--- src/sv/ftfat_pkg.sv ---
// Shared constants, types and the month-start table for the FAT timestamp pipeline.
// Used by every module of the block; depends on nothing.
package ftfat_pkg;

	localparam int FtW   = 64;
	localparam int OffW  = 18;
	localparam int SecW  = 41;
	localparam int DayW  = 25;
	localparam int TodW  = 17;
	localparam int FatW  = 32;

	// Ticks to seconds: ticks >> 7, then divide by 78125.
	localparam logic [16:0] SecDiv   = 17'd78125;
	localparam logic [40:0] SecRecip = 41'd1844674407370;

	// Seconds to days: seconds >> 7, then divide by 675.
	localparam logic [16:0] SecsPerDay = 17'd86400;
	localparam logic [24:0] DayRecip   = 25'd25451658;

	// Day numbers.
	localparam logic [24:0] DaysTo1980   = 25'd138426;
	localparam logic [24:0] CivilBase    = 25'd723120;
	localparam logic [24:0] CivilShift   = 25'd584694;
	localparam logic [17:0] DaysPerEra   = 18'd146097;
	localparam logic [7:0]  EraRecip     = 8'd229;
	localparam logic [15:0] YearRecip    = 16'd45965;
	localparam logic [8:0]  DaysPerYear  = 9'd365;
	localparam logic [17:0] Cent1        = 18'd36524;
	localparam logic [17:0] Cent2        = 18'd73048;
	localparam logic [17:0] Cent3        = 18'd109572;
	localparam logic [17:0] EraLastDay   = 18'd146096;
	localparam logic [12:0] MonRecip     = 13'd6854;
	localparam logic [15:0] EpochYear    = 16'd1980;
	localparam logic [15:0] LastYear     = 16'd2107;
	localparam logic [8:0]  YearsPerEra  = 9'd400;

	// Time of day.
	localparam logic [11:0] SecsPerHour = 12'd3600;
	localparam logic [12:0] HourRecip   = 13'd4661;
	localparam logic [12:0] MinRecip    = 13'd4370;
	localparam logic [5:0]  SecsPerMin  = 6'd60;

	typedef struct packed {
		logic [4:0] hour;
		logic [5:0] minute;
		logic [4:0] sec2;
	} tm_t;

	// First day of year of each month, counting months from March.
	function automatic logic [8:0] mp_day(input logic [3:0] mp);
		logic [8:0] d;
		case (mp)
			4'd0:    d = 9'd0;
			4'd1:    d = 9'd31;
			4'd2:    d = 9'd61;
			4'd3:    d = 9'd92;
			4'd4:    d = 9'd122;
			4'd5:    d = 9'd153;
			4'd6:    d = 9'd184;
			4'd7:    d = 9'd214;
			4'd8:    d = 9'd245;
			4'd9:    d = 9'd275;
			4'd10:   d = 9'd306;
			4'd11:   d = 9'd337;
			default: d = 9'd0;
		endcase
		return d;
	endfunction

endpackage

--- src/sv/ftfat_sec_div.sv ---
// Six-stage pipeline: tick count to whole seconds, then the signed zone offset.
// Depends on ftfat_pkg.
module ftfat_sec_div (
	input  logic                           clk,
	input  logic                           arst_n,
	input  logic                           en,
	input  logic                           in_valid,
	input  logic [ftfat_pkg::FtW-1:0]      filetime,
	input  logic [ftfat_pkg::OffW-1:0]     gmt_offset,
	output logic                           out_valid,
	output logic [ftfat_pkg::SecW-1:0]     secs
);

	logic v_s1, v_s2, v_s3, v_s4, v_s5, v_s6;

	logic [63:0] pp_ll_s1;
	logic [40:0] pp_lh_s1;
	logic [56:0] pp_hl_s1;
	logic [33:0] pp_hh_s1;
	logic [17:0] xlo_s1, xlo_s2, xlo_s3;
	logic [58:0] t_s2;
	logic [33:0] hh_s2;
	logic [40:0] q0_s3, q0_s4;
	logic [17:0] r_s4;
	logic [40:0] secs_s5, local_s6;

	logic [65:0] a_sum;
	logic [34:0] r_prod;
	logic [17:0] mag;
	logic [40:0] local_d;

	always_comb begin
		a_sum = {hh_s2, 32'd0} + 66'(t_s2);
		r_prod = 35'(q0_s3[17:0]) * 35'(ftfat_pkg::SecDiv);
		mag = ~gmt_offset + 18'd1;
		if (gmt_offset[17]) begin
			local_d = (secs_s5 < 41'(mag)) ? 41'd0 : secs_s5 - 41'(mag);
		end else begin
			local_d = secs_s5 + 41'(gmt_offset[16:0]);
		end
	end

	always_ff @(posedge clk or negedge arst_n) begin
		if (!arst_n) begin
			v_s1 <= 1'b0;
			v_s2 <= 1'b0;
			v_s3 <= 1'b0;
			v_s4 <= 1'b0;
			v_s5 <= 1'b0;
			v_s6 <= 1'b0;
		end else if (en) begin
			v_s1 <= in_valid;
			v_s2 <= v_s1;
			v_s3 <= v_s2;
			v_s4 <= v_s3;
			v_s5 <= v_s4;
			v_s6 <= v_s5;
		end
	end

	always_ff @(posedge clk) begin
		if (en) begin
			pp_ll_s1 <= 64'(filetime[38:7]) * 64'(ftfat_pkg::SecRecip[31:0]);
			pp_lh_s1 <= 41'(filetime[38:7]) * 41'(ftfat_pkg::SecRecip[40:32]);
			pp_hl_s1 <= 57'(filetime[63:39]) * 57'(ftfat_pkg::SecRecip[31:0]);
			pp_hh_s1 <= 34'(filetime[63:39]) * 34'(ftfat_pkg::SecRecip[40:32]);
			xlo_s1   <= filetime[24:7];

			t_s2   <= 59'(pp_lh_s1) + 59'(pp_hl_s1) + 59'(pp_ll_s1[63:32]);
			hh_s2  <= pp_hh_s1;
			xlo_s2 <= xlo_s1;

			q0_s3  <= a_sum[65:25];
			xlo_s3 <= xlo_s2;

			q0_s4 <= q0_s3;
			r_s4  <= xlo_s3 - r_prod[17:0];

			secs_s5 <= q0_s4 + 41'(r_s4 >= 18'(ftfat_pkg::SecDiv));

			local_s6 <= local_d;
		end
	end

	assign out_valid = v_s6;
	assign secs      = local_s6;

	// The quotient estimate is at most one short, so the remainder stays below twice the divisor.
	a_rem_bound: assert property (@(posedge clk) disable iff (!arst_n)
		v_s4 |-> (r_s4 < {ftfat_pkg::SecDiv, 1'b0}))
		else $error("seconds remainder out of range");

endmodule

--- config.mk ---
export PLATFORM = sky130hd
export DESIGN_NAME = ftfat_sec_div
export DESIGN_NICKNAME = d
export VERILOG_FILES = /design/src/sv/ftfat_pkg.sv /design/src/sv/ftfat_sec_div.sv
export SDC_FILE = /design/constraint.sdc
export NUM_CORES = 2
export LEC_CHECK = 0
export BUFFER_PORTS_ARGS = -buffer_cell sky130_fd_sc_hd__buf_2
export CORE_ASPECT_RATIO = 0.7
export CORE_MARGIN = 1
export CORE_UTILIZATION = 31
export CTS_BUF_LIST = sky130_fd_sc_hd__clkbuf_4 sky130_fd_sc_hd__clkbuf_8
export CTS_CLUSTER_DIAMETER = 50
export CTS_CLUSTER_SIZE = 12
export DETAILED_ROUTE_END_ITERATION = 10
export SYNTH_ARGS = -nofsm -noshare
export SYNTH_HDL_FRONTEND = slang
export SYNTH_SLANG_ARGS = --single-unit
--- constraint.sdc ---
create_clock -name clk -period 7.2 [get_ports clk]
set_clock_uncertainty 0.05 [all_clocks]
set_input_delay 0.72 -clock clk [delete_from_list [all_inputs] [get_ports clk]]
set_output_delay 0.72 -clock clk [all_outputs]
set_load 0.02 [all_outputs]
==> impl_metrics.env <==
export IMPL_status="completed"
export IMPL_fmax_mhz=139.3
export IMPL_async_reset_ff_frac=0.01293
export IMPL_drt_pass1_iter_count=5
export IMPL_layout_min_cycle_time_ns=7.178
export IMPL_setup_viol=0
export IMPL_synth_cell_types=91
export IMPL_placed_cell_area_sq_um=72490
export IMPL_crit_buf_inv=8
export IMPL_min_path_type="input pin to flip-flop"
export IMPL_seq_area_sq_um=13900
export IMPL_die_h_microns=381.5
export IMPL_wl_per_cell_microns=19.57
export IMPL_path_max_fanout=4
export IMPL_drive_gt1_frac=0.1398
export IMPL_h_tree_depth=2
export IMPL_routed_wl_mm=182.2
export IMPL_start_util=0.3138
export IMPL_cts_buffer_depth=3
export IMPL_fp_dieArea_sq_um=207600
export IMPL_gp_congestion=0.9673
export IMPL_coreArea_sq_um=203200
export IMPL_cp_common_cell="fa_1"
export IMPL_fill_cells=20144
export IMPL_avgViaCountPerCell=4.647
export IMPL_rsz0062_at_grt="yes"
export IMPL_critPathTopFamily="adder cells"
export IMPL_arrival_ns=7.55
export IMPL_most_common_layout_cells="inv_1, fa_1, ha_1, buf_4, edfxtp_1"
export IMPL_fin_area_sq_um=73790
export IMPL_r2r_slack_ns=1.50
export IMPL_layout_commonest_cell="inv_1"
export IMPL_multi_input_area_sq_um=44310
export IMPL_grt_usage=0.1791
export IMPL_crit_path_max_incr_delay_ns=0.55
export IMPL_maxSlewViolCount=0
export IMPL_hpwl_mm=162.6
export IMPL_synth_fp_nets=7843
export IMPL_yosys_register_bits=464
export IMPL_grt_pass1_wl_mm=279.3
export IMPL_area_growth_pct=15.71
export IMPL_rows=138
export IMPL_antenna_left=0
export IMPL_cts_buffers=53
export IMPL_antenna_found_initial=21
export IMPL_final_util=0.3631
export IMPL_max_slew_margin_rel=0.2766
export IMPL_finalNetCount=8618
export IMPL_vias=43277
export IMPL_io_buffers=120
export IMPL_ios=128
export IMPL_worst_slew_pin_slew_ns=1.076
export IMPL_clkLatencyLatePin_ns=0.73
export IMPL_synth_edf_count=458
export IMPL_cts_root_buf="clkbuf_8"
export IMPL_crit_path_end_kind="flip-flop"
export IMPL_max_cap_viol_count=0
export IMPL_drc=0
export IMPL_critPathKind="input pin to flip-flop"
export IMPL_setup_worst_path_start_class="input pin"
export IMPL_cts_tree="done"
export IMPL_grt_overflow=0
export IMPL_grt_pass1_vias=45856
export IMPL_required_ns=7.57
export IMPL_synth_area_sq_um=63770
export IMPL_clk_pin_slew_ns=0.07
export IMPL_fin_crit_sh=0.9970
export IMPL_synth_flop_cell="edfxtp_1"
export IMPL_ys_warn_count=0
export IMPL_dieWidth_microns=544.1
export IMPL_critPathSlowestCell="fa_1"
export IMPL_fin_tns_setup_ns=0
export IMPL_syn_avg_cell_area_sq_um=11.05
export IMPL_clock_sinks=464
export IMPL_hold_violations=0
export IMPL_syn_inst=5773
export IMPL_seq_area_frac_synth=0.2180
export IMPL_drtIter0Drc=3174
export IMPL_grt_max_degree=162
==> metal layers <==
layer | GRT usage | wire length, microns | vias up
met5 | 0 | 41 | -
met4 | 0.02667 | 2397 | 6
met3 | 0.06022 | 17960 | 144
met2 | 0.2452 | 71190 | 1188
met1 | 0.2728 | 90650 | 21573
li1 | - | - | 20366
==> sequential cells by signal, indices dropped and copies added (netlist names), 16 cells and up <==
signal    cells
xlo_s1       16
q0_s4        41
xlo_s3       18
hh_s2        34
pp_lh_s1     41
secs         41
pp_hh_s1     34
pp_hl_s1     52
r_s4         18
pp_ll_s1     31
t_s2         32
q0_s3        41
xlo_s2       18
secs_s5      41
==> area by class of cell <==
class,count,share of cell area
clock buffer,58,0.01039
inverter,1504,0.07651
sequential,464,0.1884
clock inverter,22,0.003561
multi-input combinational,3775,0.6005
antenna,9,0.0003052
timing repair buffer,750,0.07398
tap,2730,0.04629
==> cells by family (layout without fill, tap and decap cells) <==
group | Yosys count | in the layout | synth area share
other | 0 | 9 | 0
buffers and inverters | 1534 | 2334 | 0.09054
XOR/XNOR | 313 | 313 | 0.04299
multiplexers | 12 | 12 | 0.002001
flip-flops | 464 | 464 | 0.2180
AND/OR/NAND/NOR | 716 | 716 | 0.05823
AO/OA/AOI/OAI | 750 | 750 | 0.07809
adder cells (fa/ha/maj) | 1984 | 1984 | 0.5101
==> worst reg2reg max path, stage by stage, from the launching register on <==
cell	delay (ns)
edfxtp_1	0.70
inv_1	0.20
ha_1	0.26
nor2_1	0.15
fa_1	0.50
fa_1	0.48
o21a_1	0.15
or2_2	0.30
xnor2_1	0.13
ha_1	0.20
o21a_1	0.18
o21ai_0	0.26
a21boi_0	0.18
o21ai_0	0.23
a21boi_0	0.18
o41ai_1	0.53
o2111ai_1	0.26
a31o_2	0.28
a21oi_1	0.19
xnor2_1	0.08
==> cells in the mapped netlist, types with 28 or more instances <==
cell type     n  share of area
a21o_1      119          0.014
nor3_1       62         0.0049
o21bai_1     33         0.0039
ha_1        957           0.19
o21ai_0     111         0.0087
nor2b_1      30         0.0029
fa_1       1027           0.32
nor2_1      159         0.0094
or3_1        30         0.0029
nand4_1      44         0.0043
nand3_1      84         0.0066
and3_1       36         0.0035
nand2b_1     40         0.0039
xor2_1       87          0.012
o21a_1       50         0.0059
xnor2_1     226          0.031
a211oi_1     28         0.0033
edfxtp_1    458           0.22
nand2_1     139         0.0082
inv_1      1504          0.089
a21oi_1     215          0.017
==> timing repair <==
action | in CTS | in global routing
setup endpoints to repair | 11 | 39
hold buffers | 1 | 0
buffers inserted | 0 | 7
pin swaps | 0 | 30
hold endpoints to repair | 6 | 0
resized for setup | 5 | 44
==> metrics by stage <==
step	hold slack (ns)	worst slack [ns]	std cells
after floorplan	0.3503	-0.2009	5773
after global placement	0.3522	-0.7492	9216
after detailed placement	0.3545	-0.8170	9216
after CTS	0.1045	0.02289	9297
after global routing	0.1231	-0.2064	9309
final	0.1744	0.02179	9312
==> path summary, 6_finish.rpt <==
check,startpoint,to,cells after the start
min,in_valid,v_s1,2
max,filetime[8],pp_ll_s1[41],27
max reg2reg,q0_s3[0],r_s4[16],19
min reg2reg,xlo_s1[4],xlo_s2[4],0
min in group asynchronous,arst_n,v_s1,2
max in group asynchronous,arst_n,v_s5,2
Power is not shown: default switching activity piles up to over one toggle a cycle in this logic, so the estimate is an artifact.
