<file path="src/sv/ftfat_pkg.sv">
// Shared constants, types and the month-start table for the FAT timestamp pipeline.
// Used by every module of the block; depends on nothing.
package ftfat_pkg;

	localparam int FtW   = 64;
	localparam int OffW  = 18;
	localparam int SecW  = 41;
	localparam int DayW  = 25;
	localparam int TodW  = 17;
	localparam int FatW  = 32;

	// Ticks to seconds: ticks >> 7, then divide by 78125.
	localparam logic [16:0] SecDiv   = 17'd78125;
	localparam logic [40:0] SecRecip = 41'd1844674407370;

	// Seconds to days: seconds >> 7, then divide by 675.
	localparam logic [16:0] SecsPerDay = 17'd86400;
	localparam logic [24:0] DayRecip   = 25'd25451658;

	// Day numbers.
	localparam logic [24:0] DaysTo1980   = 25'd138426;
	localparam logic [24:0] CivilBase    = 25'd723120;
	localparam logic [24:0] CivilShift   = 25'd584694;
	localparam logic [17:0] DaysPerEra   = 18'd146097;
	localparam logic [7:0]  EraRecip     = 8'd229;
	localparam logic [15:0] YearRecip    = 16'd45965;
	localparam logic [8:0]  DaysPerYear  = 9'd365;
	localparam logic [17:0] Cent1        = 18'd36524;
	localparam logic [17:0] Cent2        = 18'd73048;
	localparam logic [17:0] Cent3        = 18'd109572;
	localparam logic [17:0] EraLastDay   = 18'd146096;
	localparam logic [12:0] MonRecip     = 13'd6854;
	localparam logic [15:0] EpochYear    = 16'd1980;
	localparam logic [15:0] LastYear     = 16'd2107;
	localparam logic [8:0]  YearsPerEra  = 9'd400;

	// Time of day.
	localparam logic [11:0] SecsPerHour = 12'd3600;
	localparam logic [12:0] HourRecip   = 13'd4661;
	localparam logic [12:0] MinRecip    = 13'd4370;
	localparam logic [5:0]  SecsPerMin  = 6'd60;

	typedef struct packed {
		logic [4:0] hour;
		logic [5:0] minute;
		logic [4:0] sec2;
	} tm_t;

	// First day of year of each month, counting months from March.
	function automatic logic [8:0] mp_day(input logic [3:0] mp);
		logic [8:0] d;
		case (mp)
			4'd0:    d = 9'd0;
			4'd1:    d = 9'd31;
			4'd2:    d = 9'd61;
			4'd3:    d = 9'd92;
			4'd4:    d = 9'd122;
			4'd5:    d = 9'd153;
			4'd6:    d = 9'd184;
			4'd7:    d = 9'd214;
			4'd8:    d = 9'd245;
			4'd9:    d = 9'd275;
			4'd10:   d = 9'd306;
			4'd11:   d = 9'd337;
			default: d = 9'd0;
		endcase
		return d;
	endfunction

endpackage

</file>
<file path="src/sv/ftfat_civil.sv">
// Nine-stage pipeline: day number and second of day to the packed FAT word.
// Date and time of day are split in parallel; depends on ftfat_pkg.
module ftfat_civil (
	input  logic                           clk,
	input  logic                           arst_n,
	input  logic                           en,
	input  logic                           in_valid,
	input  logic [ftfat_pkg::DayW-1:0]     days,
	input  logic [ftfat_pkg::TodW-1:0]     tod,
	output logic                           out_valid,
	output logic [ftfat_pkg::FatW-1:0]     fat_time,
	output logic                           year_overflow
);

	logic v_s1, v_s2, v_s3, v_s4, v_s5, v_s6, v_s7, v_s8, v_s9;

	logic [24:0] z_s1, z_s2;
	logic [16:0] tod_s1;
	logic [4:0]  hour_s1, hour_s2, hour_s3;
	logic [7:0]  era0_s2, era0_s3;
	logic [11:0] rem_s2, rem_s3;
	logic [18:0] doeh_s3;
	logic [5:0]  minute_s3;
	logic [7:0]  era_s4, era_s5, era_s6, era_s7, era_s8;
	logic [17:0] doe_s4, doe_s5, doe_s6;
	ftfat_pkg::tm_t tm_s4, tm_s5, tm_s6, tm_s7, tm_s8;
	logic [17:0] a_s5;
	logic [8:0]  yoe_s6, yoe_s7, yoe_s8;
	logic [8:0]  doy_s7, doy_s8;
	logic [3:0]  mp_s8;
	logic [31:0] fat_s9;
	logic        over_s9;

	logic [24:0] z_d;
	logic [25:0] h_prod;
	logic [16:0] rem_full;
	logic [32:0] e_prod;
	logic [24:0] d_prod, doe_diff;
	logic [22:0] m_prod;
	logic        era_wrap;
	logic [18:0] doe_sub;
	logic [11:0] sec_full;
	logic [31:0] q_prod;
	logic [2:0]  cent;
	logic [18:0] a_d;
	logic [33:0] y_prod;
	logic [1:0]  c100;
	logic [17:0] ystart, doy_full;
	logic [10:0] mp_n;
	logic [23:0] mp_prod;
	logic [8:0]  day_full;
	logic [3:0]  month;
	logic [15:0] year, yoff;

	always_comb begin
		z_d = (days < ftfat_pkg::DaysTo1980) ? ftfat_pkg::CivilBase
			: days + ftfat_pkg::CivilShift;
		h_prod = 26'(tod[16:4]) * 26'(ftfat_pkg::HourRecip);

		e_prod   = 33'(z_s1) * 33'(ftfat_pkg::EraRecip);
		rem_full = tod_s1 - 17'(17'(hour_s1) * 17'(ftfat_pkg::SecsPerHour));

		d_prod   = 25'(era0_s2) * 25'(ftfat_pkg::DaysPerEra);
		doe_diff = z_s2 - d_prod;
		m_prod   = 23'(rem_s2[11:2]) * 23'(ftfat_pkg::MinRecip);

		era_wrap = doeh_s3 >= 19'(ftfat_pkg::DaysPerEra);
		doe_sub  = doeh_s3 - 19'(ftfat_pkg::DaysPerEra);
		sec_full = rem_s3 - 12'(12'(minute_s3) * 12'(ftfat_pkg::SecsPerMin));

		q_prod = 32'(doe_s4[17:2]) * 32'(ftfat_pkg::YearRecip);
		cent   = 3'(doe_s4 >= ftfat_pkg::Cent1) + 3'(doe_s4 >= ftfat_pkg::Cent2)
			+ 3'(doe_s4 >= ftfat_pkg::Cent3) + 3'(doe_s4 >= ftfat_pkg::EraLastDay);
		a_d    = 19'(doe_s4) - 19'(q_prod[30:24]) + 19'(cent)
			- 19'(doe_s4 == ftfat_pkg::EraLastDay);

		y_prod = 34'(a_s5) * 34'(ftfat_pkg::YearRecip);

		c100 = 2'(yoe_s6 >= 9'd100) + 2'(yoe_s6 >= 9'd200) + 2'(yoe_s6 >= 9'd300);
		ystart = 18'(18'(yoe_s6) * 18'(ftfat_pkg::DaysPerYear)) + 18'(yoe_s6[8:2])
			- 18'(c100);
		doy_full = doe_s6 - ystart;

		mp_n    = 11'(11'(doy_s7) * 11'd5) + 11'd2;
		mp_prod = 24'(mp_n) * 24'(ftfat_pkg::MonRecip);

		day_full = doy_s8 - ftfat_pkg::mp_day(mp_s8) + 9'd1;
		month    = (mp_s8 >= 4'd10) ? mp_s8 - 4'd9 : mp_s8 + 4'd3;
		year     = 16'(16'(era_s8) * 16'(ftfat_pkg::YearsPerEra)) + 16'(yoe_s8)
			+ 16'(mp_s8 >= 4'd10);
		yoff     = year - ftfat_pkg::EpochYear;
	end

	always_ff @(posedge clk or negedge arst_n) begin
		if (!arst_n) begin
			v_s1 <= 1'b0;
			v_s2 <= 1'b0;
			v_s3 <= 1'b0;
			v_s4 <= 1'b0;
			v_s5 <= 1'b0;
			v_s6 <= 1'b0;
			v_s7 <= 1'b0;
			v_s8 <= 1'b0;
			v_s9 <= 1'b0;
		end else if (en) begin
			v_s1 <= in_valid;
			v_s2 <= v_s1;
			v_s3 <= v_s2;
			v_s4 <= v_s3;
			v_s5 <= v_s4;
			v_s6 <= v_s5;
			v_s7 <= v_s6;
			v_s8 <= v_s7;
			v_s9 <= v_s8;
		end
	end

	always_ff @(posedge clk) begin
		if (en) begin
			z_s1    <= z_d;
			tod_s1  <= tod;
			hour_s1 <= h_prod[24:20];

			z_s2    <= z_s1;
			era0_s2 <= e_prod[32:25];
			rem_s2  <= rem_full[11:0];
			hour_s2 <= hour_s1;

			doeh_s3   <= doe_diff[18:0];
			era0_s3   <= era0_s2;
			minute_s3 <= m_prod[21:16];
			rem_s3    <= rem_s2;
			hour_s3   <= hour_s2;

			era_s4 <= era0_s3 + 8'(era_wrap);
			doe_s4 <= era_wrap ? doe_sub[17:0] : doeh_s3[17:0];
			tm_s4  <= '{hour: hour_s3, minute: minute_s3, sec2: sec_full[5:1]};

			a_s5   <= a_d[17:0];
			doe_s5 <= doe_s4;
			era_s5 <= era_s4;
			tm_s5  <= tm_s4;

			yoe_s6 <= y_prod[32:24];
			doe_s6 <= doe_s5;
			era_s6 <= era_s5;
			tm_s6  <= tm_s5;

			doy_s7 <= doy_full[8:0];
			yoe_s7 <= yoe_s6;
			era_s7 <= era_s6;
			tm_s7  <= tm_s6;

			mp_s8  <= mp_prod[23:20];
			doy_s8 <= doy_s7;
			yoe_s8 <= yoe_s7;
			era_s8 <= era_s7;
			tm_s8  <= tm_s7;

			fat_s9  <= {yoff[6:0], month, day_full[4:0], tm_s8.hour, tm_s8.minute,
				tm_s8.sec2};
			over_s9 <= year > ftfat_pkg::LastYear;
		end
	end

	assign out_valid     = v_s9;
	assign fat_time      = fat_s9;
	assign year_overflow = over_s9;

	a_doe_range: assert property (@(posedge clk) disable iff (!arst_n)
		v_s4 |-> (doe_s4 <= ftfat_pkg::EraLastDay))
		else $error("day of era out of range");

	a_date_fields: assert property (@(posedge clk) disable iff (!arst_n)
		v_s9 |-> (fat_s9[24:21] != 4'd0 && fat_s9[24:21] <= 4'd12
			&& fat_s9[20:16] != 5'd0))
		else $error("month or day field out of range");

	a_time_fields: assert property (@(posedge clk) disable iff (!arst_n)
		v_s9 |-> (fat_s9[15:11] <= 5'd23 && fat_s9[10:5] <= 6'd59
			&& fat_s9[4:0] <= 5'd29))
		else $error("time of day field out of range");

endmodule

</file>
<file path="config.mk">
export PLATFORM = sky130hd
export DESIGN_NAME = ftfat_civil
export DESIGN_NICKNAME = d
export VERILOG_FILES = /design/src/sv/ftfat_pkg.sv /design/src/sv/ftfat_civil.sv
export SDC_FILE = /design/constraint.sdc
export NUM_CORES = 2
export LEC_CHECK = 0
export BUFFER_PORTS_ARGS = -buffer_cell sky130_fd_sc_hd__buf_2
export CORE_ASPECT_RATIO = 2
export CORE_MARGIN = 8
export CORE_UTILIZATION = 70
export CTS_CLUSTER_DIAMETER = 200
export DETAILED_ROUTE_END_ITERATION = 16
export PLACE_DENSITY = 0.85
export SYNTH_ARGS = -nofsm -noshare
export SYNTH_HDL_FRONTEND = slang
export SYNTH_SLANG_ARGS = --single-unit
export TNS_END_PERCENT = 1
</file>
<file path="constraint.sdc">
create_clock -name clk -period 13.86 [get_ports clk]
set_input_delay 1.386 -clock clk [delete_from_list [all_inputs] [get_ports clk]]
set_output_delay 1.386 -clock clk [all_outputs]
set_load 0.02 [all_outputs]
</file>
==> results.rst <==
.. list-table::
   :header-rows: 1

   * - Metric
     - Value
   * - Outcome
     - complete, no violations
   * - Mux share of post-synthesis cell area
     - 0.004813
   * - Number of levels in the clock H-tree
     - 2
   * - Std-Cell Core Area
     - 54,350 um2
   * - Synthesis-stage register bit count
     - 393
   * - Crit share post-route
     - 0.6872
   * - Post-synth top area cell
     - edfxtp_1
   * - Area taken by multi-input logic gates
     - between 20,000 and 25,000 um2
   * - Synth top area cells
     - edfxtp_1, ha_1, fa_1, inv_1, xnor2_1
   * - Post-synth top flop
     - edfxtp_1
   * - Pre-antenna DRT Iters
     - 6
   * - Synth unique cells
     - 74
   * - TritonCTS clock tree
     - yes
   * - Maximum number of buffers from clock root to sink
     - 3
   * - Post-synthesis async set-or-reset flop share
     - 0.02290
   * - Register Area
     - 11,710 um2
   * - Normalized max-slew margin
     - 0.3168
   * - Sequential cell area fraction in the yosys report
     - 0.3043
   * - Count of fill cells added during filler insertion
     - 3,475
   * - Max cap viols
     - 0
   * - First-pass GRT wire length
     - 128,900 um
   * - Global route overflow
     - 0
   * - Combinational family with the most area after synthesis
     - adder cells
   * - DRT Wirelength
     - approximately 78,000 um
   * - Fraction of the mapped netlist area in simple logic gates
     - 0.04960
   * - Die Span X
     - 181.8 um
   * - Startpoint Class
     - register
   * - Worst EP required
     - between 10 and 15 ns
   * - Clk pin slew, worst setup/hold paths
     - 0.06 ns
   * - Path category of the worst min-delay check
     - register to register
   * - Number of port buffers
     - 78
   * - Site Rows
     - 121
   * - Setup TNS
     - 0 ns
   * - Vias post-DR
     - 23,665
   * - Half-perimeter wire length after detailed placement
     - 65,000 um
   * - I/O pin total
     - 80
   * - Fmax
     - 105.0 MHz
   * - Crit Path Class
     - register to register
   * - Number of nets in the final layout
     - around 4,600
   * - Clock latency on the worst-skew pair
     - 0.57 ns
   * - Area share of fa/ha/maj cells after synthesis
     - 0.4717
   * - Number of cells upsized or downsized after cts
     - 0
   * - Post-synthesis area per instance
     - 11.93 um2
   * - Number of buffers added for setup after CTS
     - 0
   * - Final number of hold-violating endpoints
     - 0
   * - Clock Root Buffer
     - clkbuf_16
   * - Worst path most repeated cell
     - fa_1
   * - CTS sink count
     - 393
   * - XOR/XNOR Fraction of Synth Area
     - 0.04247
   * - Period minus WS final
     - 9.525 ns
   * - Antenna viol nets, final
     - 0
   * - Area enclosed by the die boundary
     - between 60,000 and 70,000 um2
   * - Initial antenna violation count
     - 0
   * - Maximum single-stage delay on the critical path
     - 0.71 ns
   * - Final setup violation count
     - 0
   * - Unrepaired setup endpoints after global routing
     - no
   * - Number of global-route vias before repair
     - ~27,000
   * - Final weighted congestion of routability-driven global placement
     - 0.9696
   * - Wire length per cell
     - 19.41 um
   * - Synthesized netlist net count
     - around 4,500
   * - Number of warnings reported in the yosys synthesis log
     - 0
   * - Number of design-rule violations left by the first detailed-router iteration
     - 857
   * - Clock Skews
     - around 0.030 ns
   * - TritonCTS buffer count
     - 36
   * - Number of synthesized flops with an enable pin
     - 379
   * - Layout cell share with drive strength beyond 1
     - 0.04932
   * - Maximum fanout along the worst path
     - 11
   * - Slowest stage cell on the critical path
     - edfxtp_1
   * - Gate Count Post-Synth
     - 3,225
   * - Remaining design rule violation count
     - 0
   * - Initial cell density of the core
     - 0.7079
   * - Largest net degree at the start of global routing
     - roughly 140
   * - Post-CTS Hold Buffers
     - 0
   * - Final count of pins violating max slew
     - 0
   * - Slew at the pin with the worst max-slew slack
     - 1.016 ns
   * - Worst EP arrival
     - just under 10 ns
   * - Post-synth top area share
     - 0.2958
   * - Share of the synthesized area in compound gates (AO/OA/AOI/OAI)
     - 0.05698
   * - Number of inserted diodes
     - 0
   * - Relative area change from synthesis to final layout
     - 6.423%
   * - Y dimension of the die
     - 347.5 um
   * - All-Layer GR Usage
     - 0.2576
   * - Synthesized area
     - approximately 38,000 um2
   * - Detail-routed via count per cell
     - 5.855
   * - Crit path capture type
     - register
logic make-up (layout without fill, tap and decap cells):
kind of cell / count (synthesis) / count (layout)
xor+xnor: 185 / 185
flops: 393 / 393
simple gates: 372 / 372
mux: 17 / 17
buf+inv: 719 / 860
compound gates: 331 / 331
fa+ha+maj: 1208 / 1208
path summary, 6_finish.rpt:
| kind | from | end | slack [ns] | cells past startpoint |
|---|---|---|---|---|
| max | doe_s4[6]$_DFFE_PP_ | a_s5[15]$_DFFE_PP_ | 4.34 | 31 |
| min | doe_s5[5]$_DFFE_PP_ | doe_s6[5]$_DFFE_PP_ | 0.39 | 0 |
| max reg2reg | doe_s4[6]$_DFFE_PP_ | a_s5[15]$_DFFE_PP_ | 4.34 | 31 |
| min reg2reg | doe_s5[5]$_DFFE_PP_ | doe_s6[5]$_DFFE_PP_ | 0.39 | 0 |
| max in group asynchronous | arst_n | v_s4$_DFFE_PN0P_ | 12.99 | 1 |
| min in group asynchronous | arst_n | v_s6$_DFFE_PN0P_ | 0.69 | 1 |
state kept, by name, indices dropped and copies added, names as in the netlist, 9 cells and up, named ones only:
register,count
a_s5,18
doe_s4,18
doe_s5,9
doe_s6,9
doeh_s3,19
doy_s7,9
fat_time,32
rem_s2,11
tm_s4,16
tm_s5,16
tm_s6,16
tm_s7,16
tm_s8,16
tod_s1,11
yoe_s6,9
yoe_s7,9
yoe_s8,9
z_s1,25
z_s2,19
cells in the final DEF (no fill, tap or decap), drive strengths merged, types with 7 or more instances in the layout:
cell	instances
ha	804
inv	718
fa	404
edfxtp	379
xnor2	129
nor2	93
a21oi	83
buf	83
o21ai	65
nand2	62
xor2	55
nor3	42
clkbuf	41
nand3	38
a21o	34
o21a	25
nand2b	20
nor2b	19
a31oi	16
and3	16
nand4	14
or3	13
clkinv	13
o211ai	12
mux2	12
o21bai	12
a21boi	11
a211oi	11
and2	10
dfrtp	9
nor4	8
o31ai	8
or2	7
Yosys cell counts, drive strengths merged, types with 19 or more instances:
cell type	instances
nand2	62
edfxtp	379
ha	804
nor2	93
o21a	25
nor3	42
nand3	38
inv	712
nand2b	20
xor2	55
fa	404
a21oi	83
o21ai	65
xnor2	129
nor2b	19
a21o	34
cell type report:
type / count / share of cell area
Multi-Input combinational cell: 2113 / 0.5878
Tap cell: 676 / 0.02066
Clock inverter: 23 / 0.006815
Timing Repair Buffer: 83 / 0.01100
Inverter: 713 / 0.06536
Clock buffer: 41 / 0.02246
Sequential cell: 393 / 0.2859
critical path, delay by kind of cell, from the launching register on:
family	cells	cell delay (ns)
adders and majority gates	10	4.60
AOI/OAI and AO/OA	11	2.64
DFF	1	0.71
buffers and inverters	7	0.64
xor gates and xnor gates	2	0.47
and+or+nand+nor	1	0.19
per-stage QoR:
step           std cells  setup slack, ns    util  instance area [um2]  hold slack (ns)
2_1_floorplan       3225            5.882       -                38470           0.4003
3_3_place_gp        3978            4.503  0.7313                39750           0.4014
3_5_place_dp        3978            4.470  0.7313                39750           0.4045
4_1_cts             4042            4.445  0.7533                40940           0.4020
5_1_grt             4042            4.021  0.7533                40940           0.4088
6_report            4042            4.335  0.7533                40940           0.3902
layer usage:
metal / global-route usage / up-vias / wire length (um)
met4: 0.1949 / 0 / 6851
met2: 0.5257 / 536 / 45510
met1: 0.2188 / 11743 / 24200
met5: 0 / - / 0
li1: - / 11034 / -
met3: 0.02557 / 352 / 1882
Power is left out: the tool's default activity adds up to more than one toggle a clock period on the data nets, which glitch-free logic cannot reach.
