--- src/sv/ftfat_pkg.sv ---
// Shared constants, types and the month-start table for the FAT timestamp pipeline.
// Used by every module of the block; depends on nothing.
package ftfat_pkg;

	localparam int FtW   = 64;
	localparam int OffW  = 18;
	localparam int SecW  = 41;
	localparam int DayW  = 25;
	localparam int TodW  = 17;
	localparam int FatW  = 32;

	// Ticks to seconds: ticks >> 7, then divide by 78125.
	localparam logic [16:0] SecDiv   = 17'd78125;
	localparam logic [40:0] SecRecip = 41'd1844674407370;

	// Seconds to days: seconds >> 7, then divide by 675.
	localparam logic [16:0] SecsPerDay = 17'd86400;
	localparam logic [24:0] DayRecip   = 25'd25451658;

	// Day numbers.
	localparam logic [24:0] DaysTo1980   = 25'd138426;
	localparam logic [24:0] CivilBase    = 25'd723120;
	localparam logic [24:0] CivilShift   = 25'd584694;
	localparam logic [17:0] DaysPerEra   = 18'd146097;
	localparam logic [7:0]  EraRecip     = 8'd229;
	localparam logic [15:0] YearRecip    = 16'd45965;
	localparam logic [8:0]  DaysPerYear  = 9'd365;
	localparam logic [17:0] Cent1        = 18'd36524;
	localparam logic [17:0] Cent2        = 18'd73048;
	localparam logic [17:0] Cent3        = 18'd109572;
	localparam logic [17:0] EraLastDay   = 18'd146096;
	localparam logic [12:0] MonRecip     = 13'd6854;
	localparam logic [15:0] EpochYear    = 16'd1980;
	localparam logic [15:0] LastYear     = 16'd2107;
	localparam logic [8:0]  YearsPerEra  = 9'd400;

	// Time of day.
	localparam logic [11:0] SecsPerHour = 12'd3600;
	localparam logic [12:0] HourRecip   = 13'd4661;
	localparam logic [12:0] MinRecip    = 13'd4370;
	localparam logic [5:0]  SecsPerMin  = 6'd60;

	typedef struct packed {
		logic [4:0] hour;
		logic [5:0] minute;
		logic [4:0] sec2;
	} tm_t;

	// First day of year of each month, counting months from March.
	function automatic logic [8:0] mp_day(input logic [3:0] mp);
		logic [8:0] d;
		case (mp)
			4'd0:    d = 9'd0;
			4'd1:    d = 9'd31;
			4'd2:    d = 9'd61;
			4'd3:    d = 9'd92;
			4'd4:    d = 9'd122;
			4'd5:    d = 9'd153;
			4'd6:    d = 9'd184;
			4'd7:    d = 9'd214;
			4'd8:    d = 9'd245;
			4'd9:    d = 9'd275;
			4'd10:   d = 9'd306;
			4'd11:   d = 9'd337;
			default: d = 9'd0;
		endcase
		return d;
	endfunction

endpackage

--- src/sv/ftfat_day_div.sv ---
// Four-stage pipeline: local seconds to a day number and a second of the day.
// Depends on ftfat_pkg.
module ftfat_day_div (
	input  logic                           clk,
	input  logic                           arst_n,
	input  logic                           en,
	input  logic                           in_valid,
	input  logic [ftfat_pkg::SecW-1:0]     secs,
	output logic                           out_valid,
	output logic [ftfat_pkg::DayW-1:0]     days,
	output logic [ftfat_pkg::TodW-1:0]     tod
);

	logic v_s1, v_s2, v_s3, v_s4;

	logic [56:0] ppl_s1;
	logic [26:0] pph_s1;
	logic [17:0] lo_s1, lo_s2;
	logic [24:0] q0_s2, q0_s3;
	logic [17:0] th_s3;
	logic [24:0] days_s4;
	logic [16:0] tod_s4;

	logic [58:0] q_sum;
	logic [34:0] t_prod;
	logic        wrap;
	logic [17:0] th_sub;

	always_comb begin
		q_sum  = {pph_s1, 32'd0} + 59'(ppl_s1);
		t_prod = 35'(q0_s2[17:0]) * 35'(ftfat_pkg::SecsPerDay);
		wrap   = th_s3 >= 18'(ftfat_pkg::SecsPerDay);
		th_sub = th_s3 - 18'(ftfat_pkg::SecsPerDay);
	end

	always_ff @(posedge clk or negedge arst_n) begin
		if (!arst_n) begin
			v_s1 <= 1'b0;
			v_s2 <= 1'b0;
			v_s3 <= 1'b0;
			v_s4 <= 1'b0;
		end else if (en) begin
			v_s1 <= in_valid;
			v_s2 <= v_s1;
			v_s3 <= v_s2;
			v_s4 <= v_s3;
		end
	end

	always_ff @(posedge clk) begin
		if (en) begin
			ppl_s1 <= 57'(secs[38:7]) * 57'(ftfat_pkg::DayRecip);
			pph_s1 <= 27'(secs[40:39]) * 27'(ftfat_pkg::DayRecip);
			lo_s1  <= secs[17:0];

			q0_s2 <= q_sum[58:34];
			lo_s2 <= lo_s1;

			q0_s3 <= q0_s2;
			th_s3 <= lo_s2 - t_prod[17:0];

			days_s4 <= q0_s3 + 25'(wrap);
			tod_s4  <= wrap ? th_sub[16:0] : th_s3[16:0];
		end
	end

	assign out_valid = v_s4;
	assign days      = days_s4;
	assign tod       = tod_s4;

	a_tod_bound: assert property (@(posedge clk) disable iff (!arst_n)
		v_s3 |-> (th_s3 < {ftfat_pkg::SecsPerDay, 1'b0}))
		else $error("second of day estimate out of range");

	a_tod_out: assert property (@(posedge clk) disable iff (!arst_n)
		v_s4 |-> (tod_s4 < ftfat_pkg::SecsPerDay))
		else $error("second of day not reduced");

endmodule

--- config.mk ---
export PLATFORM = sky130hd
export DESIGN_NAME = ftfat_day_div
export DESIGN_NICKNAME = d
export VERILOG_FILES = /design/src/sv/ftfat_pkg.sv /design/src/sv/ftfat_day_div.sv
export SDC_FILE = /design/constraint.sdc
export NUM_CORES = 1
export LEC_CHECK = 0
export BUFFER_PORTS_ARGS = -buffer_cell sky130_fd_sc_hd__buf_2
export CORE_MARGIN = 1
export CORE_UTILIZATION = 40
export CTS_CLUSTER_SIZE = 14
export DETAILED_ROUTE_END_ITERATION = 10
export PLACE_DENSITY = 0.67
export SLEW_MARGIN = 30
export SYNTH_ARGS = -nofsm -noshare
export SYNTH_HDL_FRONTEND = slang
export SYNTH_SLANG_ARGS = --single-unit
--- constraint.sdc ---
create_clock -name clk -period 9.41 [get_ports clk]
set_input_delay 0.941 -clock clk [delete_from_list [all_inputs] [get_ports clk]]
set_output_delay 0.941 -clock clk [all_outputs]
set_load 0.05 [all_outputs]
==> results of run 1 <==
-- Yosys cell counts, types with 8 or more instances --
library cell  number  share of area [%]
nand2_1           61                1.2
fa_1             217                 22
and3_1            23               0.74
inv_1            365                7.0
xor2_1            30                1.3
a211o_1            8               0.36
o21ai_0           28               0.72
edfxtp_1         177                 27
xnor2_1           63                2.8
nor2_1            40               0.77
nor3_1            21               0.54
a21o_1            18               0.69
nand3_1           31               0.79
a21oi_1           50                1.3
ha_1             418                 27
-- path summary, 6_finish.rpt --
path / to / start / slack, ns / cells after the start
min in group clk: lo_s2[12]$_DFFE_PP_ / lo_s1[12]$_DFFE_PP_ / 0.42 / 0
worst max register to register: th_s3[16]$_DFFE_PP_ / q0_s2[0]$_DFFE_PP_ / 5.27 / 13
worst min register to register: lo_s2[12]$_DFFE_PP_ / lo_s1[12]$_DFFE_PP_ / 0.42 / 0
worst max-delay path: ppl_s1[56]$_DFFE_PP_ / secs[25] / 2.61 / 22
max in group asynchronous: out_valid$_DFFE_PN0P_ / arst_n / 9.00 / 1
worst min-delay path: v_s2$_DFFE_PN0P_ / arst_n / 0.30 / 1
-- layer usage --
layer	GRT usage, %	vias up
met1	21.1	5896
met3	2.00	28
li1	-	5888
met4	3.74	0
met2	27.4	145
met5	0	-
-- flip-flops by register name, summed over array words and instances, names as in the netlist --
signal / count
q0_s2: 25
v_s1: 1
lo_s1: 18
q0_s3: 25
ppl_s1: 24
v_s3: 1
lo_s2: 18
out_valid: 1
pph_s1: 7
days: 25
th_s3: 18
v_s2: 1
tod: 17
-- worst max-delay path, stage by stage --
cell	delay [ns]
buf_2	0.23
fa_1	0.47
ha_1	0.29
inv_1	0.05
fa_1	0.49
fa_1	0.51
inv_1	0.04
fa_1	0.48
fa_1	0.55
inv_1	0.05
fa_1	0.58
inv_1	0.06
ha_1	0.32
and3_1	0.25
nand4_1	0.15
or2_2	0.31
a311oi_2	0.31
o21bai_1	0.12
nand2_1	0.12
o41a_1	0.29
o221ai_1	0.18
xnor2_1	0.15
-- through the flow --
| stage | setup WS, ns | cell area [um2] | cells |
|---|---|---|---|
| finish | 2.61 | 21300 | 2412 |
| global route | 2.34 | 21300 | 2412 |
| CTS | 2.61 | 21300 | 2412 |
| detailed placement | 2.16 | 20800 | 2380 |
| global placement | 2.26 | 20800 | 2380 |
| floorplan | 2.87 | 19600 | 1683 |
-- final cells by class --
type                       instances  area (um2)  area share (%)
multi-input combinational       1131       12800            59.7
sequential                       181        5420            25.4
inverter                         365        1370            6.42
tap                              615         769            3.60
timing repair buffer              88         452            2.12
clock buffer                      20         437            2.05
clock inverter                    12         151           0.709
-- kinds of logic after synthesis --
kind of cell / Yosys count / share of synthesized area, %
DFF: 181 / 27.7
muxes: 6 / 0.339
and+or+nand+nor: 226 / 5.77
AOI/OAI and AO/OA: 171 / 5.99
adders and majority gates: 635 / 48.9
buffers and inverters: 371 / 7.12
xor gates and xnor gates: 93 / 4.16
==> run summary, run 1 <==
Bufs on Longest Clock Path: 2
Number of buffers inserted by hold repair at cts: 0
Overflow left after global routing: 0
Average wire length per cell after detail routing: 15.8 um
Post-CTS Resized: 0
Layout Skew: 0.00826 ns
Number of failing hold endpoints at the final stage: 0
Post-Syn Area: 19600 um2
Area growth from synthesis to final layout: 9.13%
Number of H-tree branching levels: 4
GPL Wtd Cong: 0.858
Critical Path Fanout Max: 10
Net Count, Synth: 2363
Setup repair after global routing missed its margin: false
Crit path arrival time: 6.97 ns
Critical Path RT: 9.58 ns
Die footprint: 49800 um2
Predominant post-synthesis flop cell: edfxtp_1
Synth async-reset ratio: 2.21%
Count of antenna diodes in the layout: 0
Min Tclk post-route: 6.80 ns
Number of iterations in the first detailed-routing pass: 4
Clk Latency, worst-skew pair: 0.43 ns
Wire length of the first global-routing pass: 62600 um
Met2 WL: 18700 um
Most frequent cells in the layout: 418 x ha_1, 365 x inv_1, 217 x fa_1
Post-CTS setup repair buffer count: 0
Total number of yosys warnings: 0
Clk sinks: 181
Metal3 WL: 965 um
Status: finished clean
Most frequent standard cell in the layout excluding fill and tap cells: ha_1
Routed Antenna Nets: 0
Die Span X: 223 um
Transition time at the pin with the least slew margin: 0.898 ns
Fraction of layout instances using a drive strength above 1: 7.35%
Clock tree root driver cell: clkbuf_16
Critical path capture point type: flip-flop
Number of unique standard cell types used by synthesis: 67
Number of placed I/O pins: 88
Vias in the first global route: 12569
Final Core Density: 44.5%
Mean area per synthesized cell: 11.6 um2
Post-Route Setup TNS: 0 ns
Class of the most critical hold timing path: in -> async
Total CTS buffers: 17
Total routing usage reported by global routing: 15.8%
Average via count per standard cell: 4.96
Number of violations of the max-capacitance limit: 0
Top routing layer used: met4
Residual DRC: 0
Cells after synthesis: 1683
Total of buffers placed on input and output ports: 87
Starting density of the core: 40.8%
Initial DRC Count: 484
Vias: 11957
Relative slew slack: 40.2%
Number of register bits inferred by synthesis: 181
FP Rows: 80
CTS tree: built
Met1 routed wirelength after detailed routing: 17900 um
Clock edge transition at the registers on the reported setup and hold paths: 0.06 ns
Worst hold margin: 0.302 ns
Final count of negative-setup-slack endpoints: 0
Total count of max-transition violations in the final report: 0
Final worst path period share: 72.2%
Largest net degree at the start of global routing: 108
Chip Height: 223 um
Placeable Area: 47900 um2
Share of synthesized area occupied by flip-flops and latches: 27.7%
Count of flip-flops with a built-in enable after synthesis: 177
Achievable frequency: 0.147 GHz
Final wirelength: 38000 um
Number of nets in the layout: 2464
Number of antenna violations at the first check in global routing: 0
Crit start category: input port
WS Path Type: in -> reg
Fill cells: 4362
HPWL after DPL: 31200 um
Power of run 1 is left out: the tool's default activity adds up to more than one toggle a clock period on the data nets, which glitch-free logic cannot reach.
==> inputs of run 2 (changes only) <==
==> constraint.sdc (replaced) <==
create_clock -name clk -period 6.3 [get_ports clk]
set_input_delay 0.63 -clock clk [delete_from_list [all_inputs] [get_ports clk]]
set_output_delay 0.63 -clock clk [all_outputs]
set_load 0.05 [all_outputs]
==> run 2 against run 1 <==
Hold slack improved by 0.082 ns. Critical path type unchanged. Die area unchanged. Utilization grew 2.6 points. Register-to-register slack got worse by 3.1 ns.
==> run summary, run 2 (same netlist as run 1, synthesis figures left out) <==
Die Span X: 223 um (unchanged)
Crit path arrival time: 6.38 ns (was 6.97 ns)
Final Core Density: 47.1% (was 44.5%)
Number of failing hold endpoints at the final stage: 0 (unchanged)
CTS tree: built (unchanged)
Class of the most critical hold timing path: in -> reg (was in -> async)
Overflow left after global routing: 0 (unchanged)
Starting density of the core: 40.8% (unchanged)
Final count of negative-setup-slack endpoints: 0 (unchanged)
Clk Latency, worst-skew pair: 0.43 ns (about the same)
Number of iterations in the first detailed-routing pass: 4 (unchanged)
Relative slew slack: 37.8% (was 40.2%)
Vias: 12425 (was 11957)
Average via count per standard cell: 4.90 (was 4.96)
Number of antenna violations at the first check in global routing: 0 (unchanged)
Clk sinks: 181 (unchanged)
R2R Path End: th_s3[16]$_DFFE_PP_ (unchanged)
Worst Reg2Reg Path Length in Cells: 13 (unchanged)
Wire length of the first global-routing pass: 63700 um (was 62600 um)
Min-Delay Path Depth: 1
Total of buffers placed on input and output ports: 87 (unchanged)
Critical Path RT: 6.54 ns (was 9.58 ns)
Critical path capture point type: flip-flop (unchanged)
Final wirelength: 38300 um (was 38000 um)
Fraction of layout instances using a drive strength above 1: 15.6% (was 7.35%)
Count of antenna diodes in the layout: 0 (unchanged)
Status: finished clean (unchanged)
GPL Wtd Cong: 0.869 (was 0.858)
Number of violations of the max-capacitance limit: 0 (unchanged)
Placeable Area: 47900 um2 (unchanged)
Routed Antenna Nets: 0 (unchanged)
Bufs on Longest Clock Path: 2 (unchanged)
Die footprint: 49800 um2 (unchanged)
Number of placed I/O pins: 88 (unchanged)
Transition time at the pin with the least slew margin: 0.933 ns (was 0.898 ns)
Total CTS buffers: 17 (unchanged)
HPWL after DPL: 33300 um (was 31200 um)
Hold worst-path end: lo_s1[0]$_DFFE_PP_
Worst hold margin: 0.384 ns (was 0.302 ns)
Hold wc startpoint: secs[0]
FP Rows: 80 (unchanged)
Most frequent cells in the layout: 409 x ha_1, 363 x inv_1, 209 x fa_1 (was 418 x ha_1, 365 x inv_1, 217 x fa_1)
Vias in the first global route: 13055 (was 12569)
Critical Path Fanout Max: 6 (was 10)
Total count of max-transition violations in the final report: 0 (unchanged)
Residual DRC: 0 (unchanged)
Crit start category: input port (unchanged)
Initial DRC Count: 426 (was 484)
Min Tclk post-route: 6.14 ns
Largest net degree at the start of global routing: 107 (was 108)
Flop2flop setup slack: 2.13 ns (was 5.27 ns)
Clock edge transition at the registers on the reported setup and hold paths: 0.06 ns (about the same)
Area growth from synthesis to final layout: 15.5% (was 9.13%)
Beginning of the worst register-to-register path: q0_s2[0]$_DFFE_PP_ (unchanged)
Total routing usage reported by global routing: 16.0% (was 15.8%)
Layout Skew: 0.00959 ns (was 0.00826 ns)
WS Path Type: in -> reg (unchanged)
Most frequent standard cell in the layout excluding fill and tap cells: ha_1 (unchanged)
Achievable frequency: 0.163 GHz
Clock tree root driver cell: clkbuf_16 (unchanged)
Number of nets in the layout: 2590 (was 2464)
Chip Height: 223 um (unchanged)
Average wire length per cell after detail routing: 15.1 um (was 15.8 um)
Final worst path period share: 97.4%
Number of H-tree branching levels: 4 (unchanged)
==> run 2: cell types whose count changed in the layout (fill, tap and decap cells not counted), sizes merged <==
cell / change
bufinv: -1
clkbuf: +6
dlygate4sd3: +1
buf: +120
inv: -3
clkinv: +2
==> run 2: repair_timing <==
item,CTS,global route
endpoints found under the hold margin,4,0
resized for setup,3,69
setup buffers,0,1
pin swaps,5,44
hold buffers,1,0
endpoints found under the setup margin,5,13
cloned,0,0
==> run 2: worst max-delay path: stages <==
cell,delay (ns)
buf_2,0.24
ha_1,0.29
ha_1,0.31
fa_1,0.52
fa_1,0.53
fa_1,0.52
fa_1,0.55
inv_1,0.06
fa_1,0.52
inv_1,0.04
ha_1,0.32
buf_4,0.16
a31oi_2,0.17
o21ai_2,0.09
o2bb2ai_2,0.14
o21bai_1,0.18
nand2_2,0.10
o41a_1,0.47
or4_4,0.45
o311ai_2,0.09
==> run 2: per-stage QoR <==
step	std cells	setup TNS [ns]	setup slack, ns	area (um2)
finish	2537	0	0.162	22600
global route	2537	-0.0507	-0.0265	22600
CTS	2536	-0.0148	-0.0141	22300
detailed placement	2504	-6.47	-0.516	21700
global placement	2504	-4.49	-0.409	21700
floorplan	1683	0	0.0738	19600
==> run 2: metal layers <==
layer	global-route usage (%)	part of all wire [%]	vias to the layer above
li1	-	-	6147
met1	20.6	46	6083
met2	28.6	50	161
met3	1.84	2.2	34
met4	4.03	1.5	0
met5	0	0	-
==> run 2: worst max-delay path by stage <==
| stage | from | endpoint | slack [ns] | cells after the start |
|---|---|---|---|---|
| after detailed placement | secs[16] | ppl_s1[53]$_DFFE_PP_ | -0.52 | 21 |
| after floorplan | secs[27] | ppl_s1[55]$_DFFE_PP_ | 0.07 | 22 |
| after CTS | secs[26] | ppl_s1[56]$_DFFE_PP_ | -0.01 | 22 |
| after global placement | secs[17] | ppl_s1[53]$_DFFE_PP_ | -0.41 | 20 |
| final | secs[11] | ppl_s1[53]$_DFFE_PP_ | 0.16 | 20 |
| after global routing | secs[26] | ppl_s1[53]$_DFFE_PP_ | -0.03 | 20 |
==> run 2: layout make-up <==
| cell class | instances | area (um2) |
|---|---|---|
| timing repair buffer | 214 | 1460 |
| inverter | 365 | 1370 |
| multi-input combinational | 1131 | 13000 |
| tap | 615 | 769 |
| clock buffer | 21 | 440 |
| sequential | 181 | 5420 |
| fill | 4223 | 25400 |
| clock inverter | 10 | 109 |
Power of run 2 is left out for the same reason.
==> inputs of run 3 (changes only) <==
--- a/config.mk
+++ b/config.mk
@@ -11,6 +11,7 @@
 export CTS_CLUSTER_SIZE = 14
 export DETAILED_ROUTE_END_ITERATION = 10
 export PLACE_DENSITY = 0.67
+export SETUP_SLACK_MARGIN = 0.2
 export SLEW_MARGIN = 30
 export SYNTH_ARGS = -nofsm -noshare
 export SYNTH_HDL_FRONTEND = slang
==> run 3 against run 2 <==
Utilization grew 1.6 points. Sequential share of layout area shrank 0.79 points. Count of clock-buffer cells in the layout shrank 3. Critical path type unchanged. Critical endpoint is now ppl_s1[55]$_DFFE_PP_. Largest cell class unchanged.
==> run summary, run 3 (same netlist as run 1, synthesis figures left out) <==
Critical Path Fanout Max: 6 (unchanged)
FP Rows: 80 (unchanged)
Most frequent cells in the layout: 387 x ha_1, 349 x inv_1, 189 x fa_1 (was 409 x ha_1, 363 x inv_1, 209 x fa_1)
Bufs on Longest Clock Path: 2 (unchanged)
Largest net degree at the start of global routing: 114 (was 107)
Initial DRC Count: 474 (was 426)
Relative slew slack: 39.8% (was 37.8%)
Crit start category: input port (unchanged)
CTS tree: built (unchanged)
Transition time at the pin with the least slew margin: 0.903 ns (was 0.933 ns)
Layout Skew: 0.0116 ns (was 0.00959 ns)
Most frequent cell on the critical path: fa_1 (unchanged)
Buffer and inverter count on the worst path: 4 (unchanged)
GPL Wtd Cong: 0.861 (was 0.869)
Total of buffers placed on input and output ports: 87 (unchanged)
R2R Path End: th_s3[16]$_DFFE_PP_ (unchanged)
Clk sinks: 181 (unchanged)
WS Path Type: in -> reg (unchanged)
Overflow left after global routing: 0 (unchanged)
Cell total after placement: 2507 (was 2504)
Total count of max-transition violations in the final report: 0 (unchanged)
Flop2flop setup slack: 2.13 ns (about the same)
Number of iterations in the first detailed-routing pass: 4 (unchanged)
Busiest layer in global routing: met2 (unchanged)
Final worst path period share: 96.3% (was 97.4%)
Hold worst-path end: lo_s1[0]$_DFFE_PP_ (unchanged)
Total routing usage reported by global routing: 16.9% (was 16.0%)
Final wirelength: 40300 um (was 38300 um)
Crit path arrival time: 6.25 ns (was 6.38 ns)
Residual DRC: 0 (unchanged)
Die footprint: 49800 um2 (unchanged)
Vias: 12443 (was 12425)
Clock tree root driver cell: clkbuf_16 (unchanged)
Class of the most critical hold timing path: in -> reg (unchanged)
Vias in the first global route: 13520 (was 13055)
Critical Path RT: 6.48 ns (was 6.54 ns)
Min-Delay Path Depth: 1 (unchanged)
Total CTS buffers: 17 (unchanged)
Clock edge transition at the registers on the reported setup and hold paths: 0.07 ns (was 0.06 ns)
Average via count per standard cell: 4.86 (was 4.90)
Beginning of the worst register-to-register path: q0_s2[0]$_DFFE_PP_ (unchanged)
Number of violations of the max-capacitance limit: 0 (unchanged)
Final cell count without fillers: 2561 (was 2537)
Worst Reg2Reg Path Length in Cells: 13 (unchanged)
Min Tclk post-route: 6.07 ns (was 6.14 ns)
Status: finished clean (unchanged)
Crit-path slowest cell: fa_1 (unchanged)
Number of H-tree branching levels: 4 (unchanged)
Critical path capture point type: flip-flop (unchanged)
Hold wc startpoint: secs[0] (unchanged)
Number of nets in the layout: 2613 (was 2590)
Series of cell instances along the critical path: buf_12 -> fa_2 -> ha_4 -> inv_2 -> fa_1 -> fa_1 -> inv_2 -> fa_1 -> fa_1 -> fa_1 -> ha_4 -> a21oi_4 -> o21ai_4 -> nor3_4 -> a311oi_4 -> o21bai_1 -> nand2_2 -> o41a_1 -> buf_6 -> a211o_1 -> xor2_1 (was buf_2 -> ha_1 -> ha_1 -> fa_1 -> fa_1 -> fa_1 -> fa_1 -> inv_1 -> fa_1 -> inv_1 -> ha_1 -> buf_4 -> a31oi_2 -> o21ai_2 -> o2bb2ai_2 -> o21bai_1 -> nand2_2 -> o41a_1 -> or4_4 -> o311ai_2)
Number of placed I/O pins: 88 (unchanged)
HPWL after DPL: 34000 um (was 33300 um)
Cell family contributing the most delay on the critical path: adder cells (unchanged)
Die Span X: 223 um (unchanged)
Delay of the slowest cell on the worst path: 0.57 ns (was 0.55 ns)
Met2 Track Usage GR: 30.6% (was 28.6%)
Met3 Track Usage GR: 1.41% (was 1.84%)
Fraction of layout instances using a drive strength above 1: 20.6% (was 15.6%)
Wire length of the first global-routing pass: 66700 um (was 63700 um)
Starting density of the core: 40.8% (unchanged)
Average wire length per cell after detail routing: 15.7 um (was 15.1 um)
Routed Antenna Nets: 0 (unchanged)
Chip Height: 223 um (unchanged)
Count of antenna diodes in the layout: 0 (unchanged)
Number of failing hold endpoints at the final stage: 0 (unchanged)
Setup repair after global routing missed its margin: true
Final count of negative-setup-slack endpoints: 0 (unchanged)
Achievable frequency: 0.165 GHz (was 0.163 GHz)
Clk Latency, worst-skew pair: 0.43 ns (about the same)
Area growth from synthesis to final layout: 19.4% (was 15.5%)
Number of antenna violations at the first check in global routing: 0 (unchanged)
Most frequent standard cell in the layout excluding fill and tap cells: ha_1 (unchanged)
Met1 demand-to-capacity share in global routing: 21.0% (was 20.6%)
Placeable Area: 47900 um2 (unchanged)
## run 3: cell count changes in the layout (fill, tap and decap cells not counted), moves of 20 or more
cell   previous run  this run
buf_4           127       150
ha_1            409       387
ha_4              9        31
fa_1            209       189
fa_2              8        28
## run 3: timing repair
action,CTS,global route
pin swaps,49,121
hold endpoints to repair,4,0
setup buffers,5,16
gates resized for setup,62,107
setup endpoints to repair,10,15
hold buffers,1,0
## run 3: worst max path at each step
stage | from | endpoint | slack, ns | cells after the start
after floorplan | secs[22] | ppl_s1[55]$_DFFE_PP_ | 0.21 | 21
after global routing | secs[29] | ppl_s1[45]$_DFFE_PP_ | 0.08 | 25
after CTS | secs[17] | ppl_s1[53]$_DFFE_PP_ | 0.20 | 21
after global placement | secs[14] | ppl_s1[54]$_DFFE_PP_ | -0.40 | 20
final | secs[18] | ppl_s1[55]$_DFFE_PP_ | 0.23 | 21
after detailed placement | secs[14] | ppl_s1[54]$_DFFE_PP_ | -0.53 | 20
## run 3: layout make-up
class | count | area (um2)
clock buffer | 18 | 429
fill | 4251 | 24600
tap | 615 | 769
timing repair buffer | 237 | 1730
inverter | 365 | 1370
multi-input combinational | 1131 | 13500
clock inverter | 14 | 178
sequential | 181 | 5420
## run 3: per-layer routing
layer	up-vias	wire (um)
met5	-	0
met4	0	998
met3	47	847
met2	178	20700
met1	6013	17700
li1	6205	-
## run 3: stage by stage
step	hold slack, ns	area [um2]	setup WS [ns]	TNS (ns)	util, %
2_1_floorplan	0.334	19600	0.208	0	-
3_3_place_gp	0.402	21800	-0.401	-4.16	45.5
3_5_place_dp	0.405	21800	-0.529	-5.23	45.5
4_1_cts	0.351	22800	0.203	0	47.5
5_1_grt	0.355	23400	0.0801	0	48.7
6_report	0.380	23400	0.235	0	48.7
Power of run 3 is left out for the same reason.
